`src/design/bga_pkg.sv`:
```
`timescale 1ns / 1ps
// ----------------------------------------------------------------------------
// bga_pkg
// Shared widths, codes and scan-unit types of the bitmap goal allocator.
// ----------------------------------------------------------------------------
`default_nettype none

package bga_pkg;

  // map geometry
  localparam int MAP_BITS  = 8192;
  localparam int WORD_BITS = 64;
  localparam int WORDS     = MAP_BITS / WORD_BITS;
  localparam int WORD_AW   = $clog2(WORDS);
  localparam int BIT_W     = $clog2(WORD_BITS);
  localparam int LIM_W     = BIT_W + 1;
  localparam int IDX_W     = 13;
  localparam int SIZE_W    = 14;

  // item kinds
  localparam logic [1:0] KIND_ALLOC = 2'd0;
  localparam logic [1:0] KIND_FREE  = 2'd1;
  localparam logic [1:0] KIND_MARK  = 2'd2;

  // result status codes
  localparam logic [1:0] ST_OK      = 2'd0;
  localparam logic [1:0] ST_NO_FREE = 2'd1;
  localparam logic [1:0] ST_ALREADY = 2'd2;
  localparam logic [1:0] ST_RANGE   = 2'd3;

  // scan unit operations
  typedef enum logic [1:0] {
    SCAN_FIRST_FREE,
    SCAN_FREE_BYTE,
    SCAN_LAST_USED
  } scan_mode_e;

  typedef struct packed {
    scan_mode_e         mode;
    logic [BIT_W-1:0]   lo;
    logic [LIM_W-1:0]   hi;
  } scan_req_t;

  typedef struct packed {
    logic               found;
    logic [BIT_W-1:0]   pos;
  } scan_res_t;

endpackage

`default_nettype wire

```
`src/design/bga_scan.sv`:
```
`timescale 1ns / 1ps
// ----------------------------------------------------------------------------
// bga_scan
// Shared word scanner: first free bit, first free byte or last used bit
// of one map word inside a window [lo, hi); last used ignores lo.
// ----------------------------------------------------------------------------
`default_nettype none

module bga_scan (
  input  wire logic [bga_pkg::WORD_BITS-1:0] word_i,
  input  wire bga_pkg::scan_req_t            req_i,
  output bga_pkg::scan_res_t                 res_o
);

  localparam int BYTES = bga_pkg::WORD_BITS / 8;

  always_comb begin
    logic                        found;
    logic [bga_pkg::BIT_W-1:0]   pos;
    logic [bga_pkg::LIM_W-1:0]   j_lim;
    logic [bga_pkg::LIM_W-1:0]   b_lim;
    found = 1'b0;
    pos   = '0;
    j_lim = '0;
    b_lim = '0;
    case (req_i.mode)
      bga_pkg::SCAN_FIRST_FREE: begin
        // walk down so the lowest hit wins
        for (int j = bga_pkg::WORD_BITS - 1; j >= 0; j--) begin
          j_lim = bga_pkg::LIM_W'(j);
          if (!word_i[j] && j_lim >= {1'b0, req_i.lo} && j_lim < req_i.hi) begin
            found = 1'b1;
            pos   = bga_pkg::BIT_W'(j);
          end
        end
      end
      bga_pkg::SCAN_FREE_BYTE: begin
        // a byte counts if it starts below hi, not below lo's byte, and is all clear
        for (int k = BYTES - 1; k >= 0; k--) begin
          b_lim = bga_pkg::LIM_W'(k * 8);
          if (word_i[k*8 +: 8] == 8'h00 && b_lim[bga_pkg::BIT_W-1:3] >= req_i.lo[bga_pkg::BIT_W-1:3]
              && b_lim < req_i.hi) begin
            found = 1'b1;
            pos   = bga_pkg::BIT_W'(k * 8);
          end
        end
      end
      bga_pkg::SCAN_LAST_USED: begin
        // walk up so the highest hit wins
        for (int j = 0; j < bga_pkg::WORD_BITS; j++) begin
          j_lim = bga_pkg::LIM_W'(j);
          if (word_i[j] && j_lim < req_i.hi) begin
            found = 1'b1;
            pos   = bga_pkg::BIT_W'(j);
          end
        end
      end
      default: begin
        found = 1'b0;
        pos   = '0;
      end
    endcase
    res_o.found = found;
    res_o.pos   = pos;
  end

endmodule

`default_nettype wire

```
`config.mk`:
```
export PLATFORM = sky130hd
export DESIGN_NAME = bga_scan
export DESIGN_NICKNAME = d
export VERILOG_FILES = /design/src/design/bga_pkg.sv /design/src/design/bga_scan.sv
export SDC_FILE = /design/constraint.sdc
export NUM_CORES = 1
export LEC_CHECK = 0
export BUFFER_PORTS_ARGS = -buffer_cell sky130_fd_sc_hd__buf_2
export CAP_MARGIN = 30
export CELL_PAD_IN_SITES_DETAIL_PLACEMENT = 1
export CELL_PAD_IN_SITES_GLOBAL_PLACEMENT = 2
export CORE_MARGIN = 4
export CORE_UTILIZATION = 28
export DETAILED_ROUTE_END_ITERATION = 12
export PLACE_DENSITY_LB_ADDON = 0.1
export SLEW_MARGIN = 0
export SYNTH_ARGS = -nofsm -noshare
export SYNTH_HDL_FRONTEND = slang
export SYNTH_SLANG_ARGS = --single-unit
```
`constraint.sdc`:
```
create_clock -name vclk -period 1.7
set_input_delay 0 -clock vclk [all_inputs]
set_output_delay 0 -clock vclk [all_outputs]
set_load 0.01 [all_outputs]
```
==> results by group, run 1 <==
Outcome
  – Status: finished with violations
  – Failing checks: negative setup slack

Global routing
  – First-pass GRT wire length: 55.7 mm
  – GRT Total Usage: 39.7%
  – Largest net degree at the start of global routing: 33
  – Initial antenna violation count: 0
  – GRT overflow: 0
  – Vias in the first global route: 9076

Routing
  – Post-route ant nets: 0
  – Routed wire length: 39.7 mm
  – 1st-pass router iterations: 6
  – DR iter-0 viols: 1011
  – Drt via density: 6.61
  – WL/cell: 29.2 um
  – DR vias: 8992
  – # DRC: 0

Timing
  – RSZ-0062 raised after global routing: yes
  – Final hold slack: 544 ps
  – Final Hold Fails: 0
  – Minimum clock period: 2520 ps
  – Relative slew slack: 56.2%
  – Least-Margin Pin Slew: 650 ps
  – Final worst-path cycle share: 148%
  – Total negative slack: -5260 ps
  – Max-slew violation count: 0
  – Final setup margin: -817 ps
  – F_max: 397 MHz
  – Final setup violating endpoints: 7

Floorplan
  – Die width: 136 um
  – Die height: 136 um
  – Starting density of the core: 28.6%
  – Core area: 15900 sq um
  – Die area: 18400 sq um
  – Row cnt: 46
  – I/O pins: 86

Power and ir drop
  – LEAKAGE: 4.00 nW
  – Maximum vdd drop: 0.128 mV
  – Power Density: 317 nW/um^2
  – Pwr Total: 0.00295 W

Layout
  – Commonest non-fill, non-tap cells in the layout: buf_4 (330), buf_2 (80), nand2_1 (58)
  – Design area: 9310 sq um
  – Most common cell after layout, fill and taps aside: buf_4
  – Layout clock buffers: 0
  – Reg area: 0 sq um
  – Layout area overhead: 104%
  – Antenna Cells: 0
  – Fin util: 58.4%
  – Nets: 1226
  – FFs & Latches: 0
  – Share of cells above drive strength 1: 56.6%

Critical path
  – Worst Path Buf+Inv: 5
  – Crit path max-delay family: simple AND/OR/NAND/NOR gates
  – Arr. time, crit path: 2520 ps
  – CP Cell Sequence: buf_12 -> buf_8 -> buf_6 -> or4b_4 -> o21ai_4 -> a21oi_2 -> nor3_2 -> buf_4 -> nor2_2 -> o311a_1 -> o32ai_2 -> buf_2
  – Critical path type: input pin to output pin
  – Maximum fanout along the worst path: 7
  – Required time worst endpoint: 1700 ps
  – Critical path startpoint category: input pin
  – Worst Setup End Kind: output pin
  – Max incr delay on CP: 640 ps
  – Slowest-stage cell, CP: or4b_4
  – Critical path depth: 12

Synth
  – Number of library cell types mapped by synthesis: 89
  – Mean post-synth cell area: 6.22 sq um
  – Synthesized cell area: 4560 sq um
  – Sequential-to-total area share from yosys stat: 0%
  – YS warnings: 0
  – Post-synthesis cell count: 733
  – Syn Nets: 812

Placed design
  – DPL Wire Length: 29.8 mm
  – Port-buffer cells: 86
  – GPL Wtd Cong: 1.13
  – Post-DP Area: 7650 sq um

Min path
  – Hold Crit Depth: 4
  – Worst Hold Class: input pin to output pin

Flow run
  – Max-cap viol count: 0

Clock network
  – # hold bufs at CTS: 0
## report_power, final
part           total, W  internal (W)  switching (W)
Sequential            0             0              0
Clock                 0             0              0
Combinational   0.00295       0.00133        0.00162
Total           0.00295       0.00133        0.00162
## layout make-up
type	count	area (sq um)
fill	2002	6630
multi-input combinational	660	5240
timing repair buffer	469	3740
tap	216	270
inverter	16	63.8
## routing by layer
layer | wire length, um | track usage (%) | part of all wire, %
met4 | 3630 | 26.3 | 9.1
met3 | 3540 | 7.80 | 8.9
met2 | 17700 | 65.7 | 45
met5 | 0 | 0 | 0
met1 | 14800 | 46.6 | 37
## logic make-up (layout without fill, tap and decap cells)
family	after synthesis	count (layout)	synth area share (%)
AND/OR/NAND/NOR	297	297	35.3
AO/OA/AOI/OAI	363	363	55.7
buffers and inverters	73	485	8.95
## cells in the mapped netlist, types with 10 or more instances
| cell type | n | share of area [%] |
|---|---|---|
| a21oi_1 | 71 | 7.8 |
| o21ai_0 | 74 | 8.1 |
| nand4_1 | 10 | 1.4 |
| nor3_1 | 19 | 2.1 |
| nand2b_1 | 12 | 1.6 |
| o21a_1 | 13 | 2.1 |
| clkbuf_1 | 15 | 1.2 |
| a21o_1 | 12 | 2.0 |
| o21ai_1 | 10 | 1.1 |
| or3_1 | 11 | 1.5 |
| o211ai_1 | 10 | 1.6 |
| a221oi_1 | 11 | 2.1 |
| nor4_1 | 16 | 2.2 |
| a31oi_1 | 13 | 1.8 |
| a211oi_1 | 11 | 1.8 |
| nand2_1 | 65 | 5.4 |
| nor2_1 | 59 | 4.9 |
| and2_1 | 14 | 1.9 |
| buf_2 | 23 | 2.5 |
| inv_1 | 16 | 1.3 |
| nand3_1 | 31 | 3.4 |
## worst min-delay path, delay by kind of cell
| family | cells | cell delay, ps |
|---|---|---|
| buffers and inverters | 3 | 420 |
| AO/OA/AOI/OAI | 1 | 120 |
## path summary, 6_finish.rpt
kind	startpoint	end	slack (ps)
min	req_i[14]	res_o[6]	540
max	req_i[3]	res_o[3]	-820
## through the flow
| stage | instances | worst slack (ps) |
|---|---|---|
| after floorplan | 733 | -106 |
| after global placement | 1310 | -1030 |
| after detailed placement | 1310 | -1100 |
| after CTS | 1341 | -752 |
| after global routing | 1361 | -857 |
| final | 1361 | -817 |
## what timing repair did
item,in CTS,in global routing
pin swaps,53,45
resized for setup,177,93
endpoints found under the setup margin,7,7
setup buffers,31,18
cloned,1,2
No activity file was read; power rests on OpenSTA's default activity.
==> run 2: changes to the inputs <==
Settings changed: CORE_UTILIZATION 28 to 23.
==> results by group, run 2 (synthesized netlist as in run 1, its figures left out) <==
Layout
  – Fin util: 47.7% (-11 points)
  – Nets: 1247 (+1.7%)
  – Reg area: 0 sq um (unchanged)
  – Fill count: 2455 (+23%)
  – Share of cells above drive strength 1: 56.3% (-0.25 points)
  – Layout Cells excl Fill: 1431 (+5.1%)
  – Antenna Cells: 0 (unchanged)
  – Commonest non-fill, non-tap cells in the layout: buf_4 (360), buf_2 (80), nand2_1 (55)
  – Most common cell after layout, fill and taps aside: buf_4
  – Layout area overhead: 103%
  – FFs & Latches: 0 (unchanged)
  – Layout clock buffers: 0 (unchanged)

Global routing
  – First-pass GRT wire length: 56.4 mm (+1.1%)
  – GRT Total Usage: 33.1% (-6.6 points)
  – Largest net degree at the start of global routing: 23 (-30%)
  – Initial antenna violation count: 1 (+1)
  – Vias in the first global route: 8901 (-1.9%)
  – GRT overflow: 0 (unchanged)

Floorplan
  – Die height: 149 um (+9.7%)
  – I/O pins: 86 (unchanged)
  – Die width: 149 um (+9.7%)
  – Core area: 19500 sq um (+22%)
  – Row cnt: 51 (+11%)
  – Die area: 22100 sq um (+20%)
  – Starting density of the core: 23.4% (-5.2 points)

Routing
  – Drt via density: 6.00 (-9.3%)
  – DR vias: 8579 (-4.6%)
  – Routed wire length: 38.9 mm (-2.1%)
  – WL/cell: 27.2 um (-6.9%)
  – # DRC: 0 (unchanged)
  – DR iter-0 viols: 670 (-34%)
  – 1st-pass router iterations: 6 (unchanged)
  – Post-route ant nets: 0 (unchanged)

Timing
  – Least-Margin Pin Slew: 558 ps (-91.5 ps)
  – Final worst-path cycle share: 150% (+1.9 points)
  – RSZ-0062 raised after global routing: yes
  – Final setup violating endpoints: 7 (unchanged)
  – Final setup margin: -849 ps (-31.5 ps)
  – Total negative slack: -5500 ps (-240 ps)
  – F_max: 392 MHz (-1.2%)
  – Minimum clock period: 2550 ps (+31.5 ps)
  – Max-slew violation count: 0 (unchanged)
  – Final Hold Fails: 0 (unchanged)
  – Relative slew slack: 62.4% (+6.2 points)

Min path
  – Worst Hold Class: input pin to output pin

Placed design
  – DPL Wire Length: 31.6 mm (+5.9%)
  – GPL Wtd Cong: 1.02 (-9.3%)
  – DP Worst Slack: -1160 ps (-57.4 ps)
  – Placed instance count: 1382 (+5.5%)
  – Port-buffer cells: 86 (unchanged)

Critical path
  – Crit path max-delay family: buffers and inverters
  – Worst Path Buf+Inv: 6 (+1)
  – CP most frequent cell: buf_4
  – Critical path type: input pin to output pin
  – CP Cell Sequence: buf_2 -> buf_12 -> buf_4 -> nor3_4 -> buf_4 -> a211oi_1 -> buf_4 -> nand4_1 -> nand2_1 -> a21oi_1 -> nor4_1 -> a311o_1 -> buf_2
  – Maximum fanout along the worst path: 16 (+9)
  – Max incr delay on CP: 330 ps (-310 ps)
  – Arr. time, crit path: 2550 ps (+30 ps)
  – Critical path startpoint category: input pin
  – Worst Setup End Kind: output pin
  – Slowest-stage cell, CP: nand4_1
  – Required time worst endpoint: 1700 ps (about the same)

Outcome
  – Failing checks: negative setup slack
  – Status: finished with violations

Power and ir drop
  – Pwr Total: 0.00289 W (-2.0%)
  – Power Density: 312 nW/um^2 (-1.7%)
  – LEAKAGE: 4.04 nW (+0.87%)
  – Maximum vdd drop: 0.0774 mV (-40%)

Clock network
  – # hold bufs at CTS: 0 (unchanged)

Flow run
  – Max-cap viol count: 0 (unchanged)
-- run 2: cell types whose count changed in the layout (fill, tap and decap cells not counted), moves of 4 or more --
cell	before	now
buf_4	330	360
buf_6	36	25
buf_8	5	12
o21ai_2	14	7
nand2_2	4	9
a221oi_4	5	1
nor3_1	12	16
nor3_2	7	3
-- run 2: area by class of cell --
cell class / instances / area, sq um / area share (%)
Inverter: 16 / 60.1 / 0.647
Multi-Input combinational cell: 660 / 5050 / 54.4
Tap cell: 265 / 332 / 3.57
Timing Repair Buffer: 490 / 3840 / 41.4
-- run 2: final timing paths --
| check | from | endpoint | cells past startpoint |
|---|---|---|---|
| setup / recovery | req_i[1] | res_o[4] | 13 |
| hold / removal | req_i[14] | res_o[6] | 4 |
-- run 2: where the power goes --
| part | total [W] | internal, W | switching (W) |
|---|---|---|---|
| Clock | 0 | 0 | 0 |
| Sequential | 0 | 0 | 0 |
| Combinational | 0.00289 | 0.00133 | 0.00156 |
| Total | 0.00289 | 0.00133 | 0.00156 |
-- run 2: per-layer routing --
layer	wire, um	global-route usage, %	share of wire [%]	vias to the layer above
li1	-	-	-	3793
met1	15900	42.6	41	4266
met2	18700	58.1	48	404
met3	2410	3.56	6.2	114
met4	1850	10.7	4.8	2
met5	19	0	0.049	-
-- run 2: per-stage QoR --
step	hold slack [ps]	area [sq um]
floorplan	120	4790
global placement	533	7890
detailed placement	553	7890
CTS	554	8810
global route	591	9280
finish	576	9280
-- run 2: repair_timing --
item                                    4_1_cts  5_1_grt
gates cloned                                  1        0
resized for setup                           161       75
setup buffers                                31       18
endpoints found under the setup margin        7        7
pin swaps                                    47       48
==> run 3: changes to the inputs <==
Settings changed: SKIP_LAST_GASP set to 1.
==> results by group, run 3 (synthesized netlist as in run 1, its figures left out) <==
Timing
  – Final worst-path cycle share: 147% (-3.0 points)
  – F_max: 400 MHz (+2.0%)
  – Least-Margin Pin Slew: 555 ps (-3.36 ps)
  – Final hold slack: 570 ps (-5.61 ps)
  – Final setup violating endpoints: 7 (unchanged)
  – RSZ-0062 raised after global routing: yes
  – Minimum clock period: 2500 ps (-50.3 ps)
  – Final Hold Fails: 0 (unchanged)
  – Final setup margin: -799 ps (+50.3 ps)
  – Max-slew violation count: 0 (unchanged)
  – Relative slew slack: 62.6% (+0.23 points)

Routing
  – Drt via density: 6.03 (+0.53%)
  – DR iter-0 viols: 572 (-15%)
  – 1st-pass router iterations: 6 (unchanged)
  – DR vias: 8594 (+0.17%)
  – Routed wire length: 38.7 mm (-0.31%)
  – # DRC: 0 (unchanged)
  – Post-route ant nets: 0 (unchanged)
  – WL/cell: 27.2 um (about the same)

Floorplan
  – Die width: 149 um (unchanged)
  – Die height: 149 um (unchanged)
  – Row cnt: 51 (unchanged)
  – Die area: 22100 sq um (unchanged)
  – Core area: 19500 sq um (unchanged)
  – Starting density of the core: 23.4% (unchanged)
  – I/O pins: 86 (unchanged)

Critical path
  – Max incr delay on CP: 460 ps (+130 ps)
  – Crit path max-delay family: compound AO/OA/AOI/OAI gates
  – CP most frequent cell: buf_2
  – Slowest-stage cell, CP: o21ai_0
  – Critical path startpoint category: input pin
  – Worst Path Buf+Inv: 4 (-2)
  – Worst Setup End Kind: output pin
  – Maximum fanout along the worst path: 22 (+6)
  – Arr. time, crit path: 2500 ps (-50 ps)
  – Required time worst endpoint: 1700 ps (about the same)
  – CP Cell Sequence: buf_2 -> buf_8 -> and3_2 -> o21ai_0 -> a32oi_2 -> buf_4 -> nand2b_1 -> a31oi_2 -> or4_4 -> o21bai_1 -> o211ai_2 -> buf_2
  – Critical path type: input pin to output pin

Placed design
  – DP Worst Slack: -1160 ps (unchanged)
  – Port-buffer cells: 86 (unchanged)
  – Placed instance count: 1382 (unchanged)
  – DPL Wire Length: 31.6 mm (unchanged)
  – GPL Wtd Cong: 1.02 (unchanged)

Global routing
  – Vias in the first global route: 8909 (+0.090%)
  – GRT overflow: 0 (unchanged)
  – Largest net degree at the start of global routing: 23 (unchanged)
  – Initial antenna violation count: 1 (unchanged)
  – First-pass GRT wire length: 56.3 mm (about the same)
  – GRT Total Usage: 33.1% (about the same)

Layout
  – Antenna Cells: 0 (unchanged)
  – Layout area overhead: 102%
  – Share of cells above drive strength 1: 55.7% (-0.62 points)
  – Multi-input combinational cell area: 5000 sq um (-0.92%)
  – Commonest non-fill, non-tap cells in the layout: buf_4 (355), buf_2 (80), nand2_1 (56)
  – Fin util: 47.2% (-0.43 points)
  – Layout clock buffers: 0 (unchanged)
  – Reg area: 0 sq um (unchanged)
  – Fill count: 2465 (+0.41%)
  – Nets: 1242 (-0.40%)
  – FFs & Latches: 0 (unchanged)
  – Most common cell after layout, fill and taps aside: buf_4
  – Layout Cells excl Fill: 1426 (-0.35%)

Power and ir drop
  – Power Density: 311 nW/um^2 (-0.25%)
  – LEAKAGE: 4.00 nW (-0.93%)
  – NetSw: 0.00154 W (-1.2%)
  – Logic pwr share: 100.0% (about the same)
  – Switching part of the total power: 53.8% (about the same)
  – Maximum vdd drop: 0.0766 mV (-1.1%)
  – Clock Power Share: 0% (unchanged)
  – Reg power frac: 0% (unchanged)
  – Internal power: 0.00132 W (-1.0%)

Min path
  – Worst Hold Class: input pin to output pin

Outcome
  – Status: finished with violations
  – Failing checks: negative setup slack

Flow run
  – Max-cap viol count: 0 (unchanged)
## run 3: cell count changes in the layout (fill, tap and decap cells not counted), moves of 2 or more
cell     previous run  this run
nand3_2             7         5
nand3_1            24        26
buf_4             360       355
o21ai_4            10         8
## run 3: layout make-up
cell class,count,share of cell area [%]
Inverter,16,0.653
Timing Repair Buffer,485,41.3
Multi-Input combinational cell,660,54.4
Tap cell,265,3.61
## run 3: worst min-delay path, delay by kind of cell
kind | cells | cell delay (ps)
AO/OA/AOI/OAI | 1 | 130
buffers and inverters | 3 | 430
## run 3: layer usage
layer / share of wire, % / up-vias / global-route usage (%)
met5: 0.049 / - / 0
met4: 4.3 / 2 / 10.8
met3: 7.2 / 97 / 3.83
met2: 48 / 409 / 58.2
met1: 40 / 4283 / 42.3
li1: - / 3803 / -
## run 3: power groups by stage
| stage | Clock, W | Combinational (W) | Sequential (W) |
|---|---|---|---|
| after floorplan | 0 | 0.00101 | 0 |
| after global placement | 0 | 0.00236 | 0 |
| after detailed placement | 0 | 0.00238 | 0 |
| after CTS | 0 | 0.00266 | 0 |
| after global routing | 0 | 0.00299 | 0 |
| final | 0 | 0.00286 | 0 |
## run 3: path summary, 6_finish.rpt
check / from / end / slack, ps / cells past startpoint
setup / recovery: req_i[8] / res_o[1] / -800 / 12
hold / removal: req_i[14] / res_o[6] / 570 / 4
## run 3: timing repair
| action | in CTS | in global routing |
|---|---|---|
| buffers inserted | 31 | 13 |
| gates resized for setup | 151 | 75 |
| hold buffers | 0 | 0 |
| pin swaps | 47 | 48 |
| cloned | 1 | 0 |
| setup endpoints to repair | 7 | 7 |
## run 3: per-stage QoR
step | setup TNS [ps] | cell area (sq um) | power, W
floorplan | -557 | 4790 | 0.00101
global placement | -8150 | 7890 | 0.00236
detailed placement | -7730 | 7890 | 0.00238
CTS | -5050 | 8760 | 0.00266
global route | -5730 | 9190 | 0.00299
finish | -5330 | 9190 | 0.00286
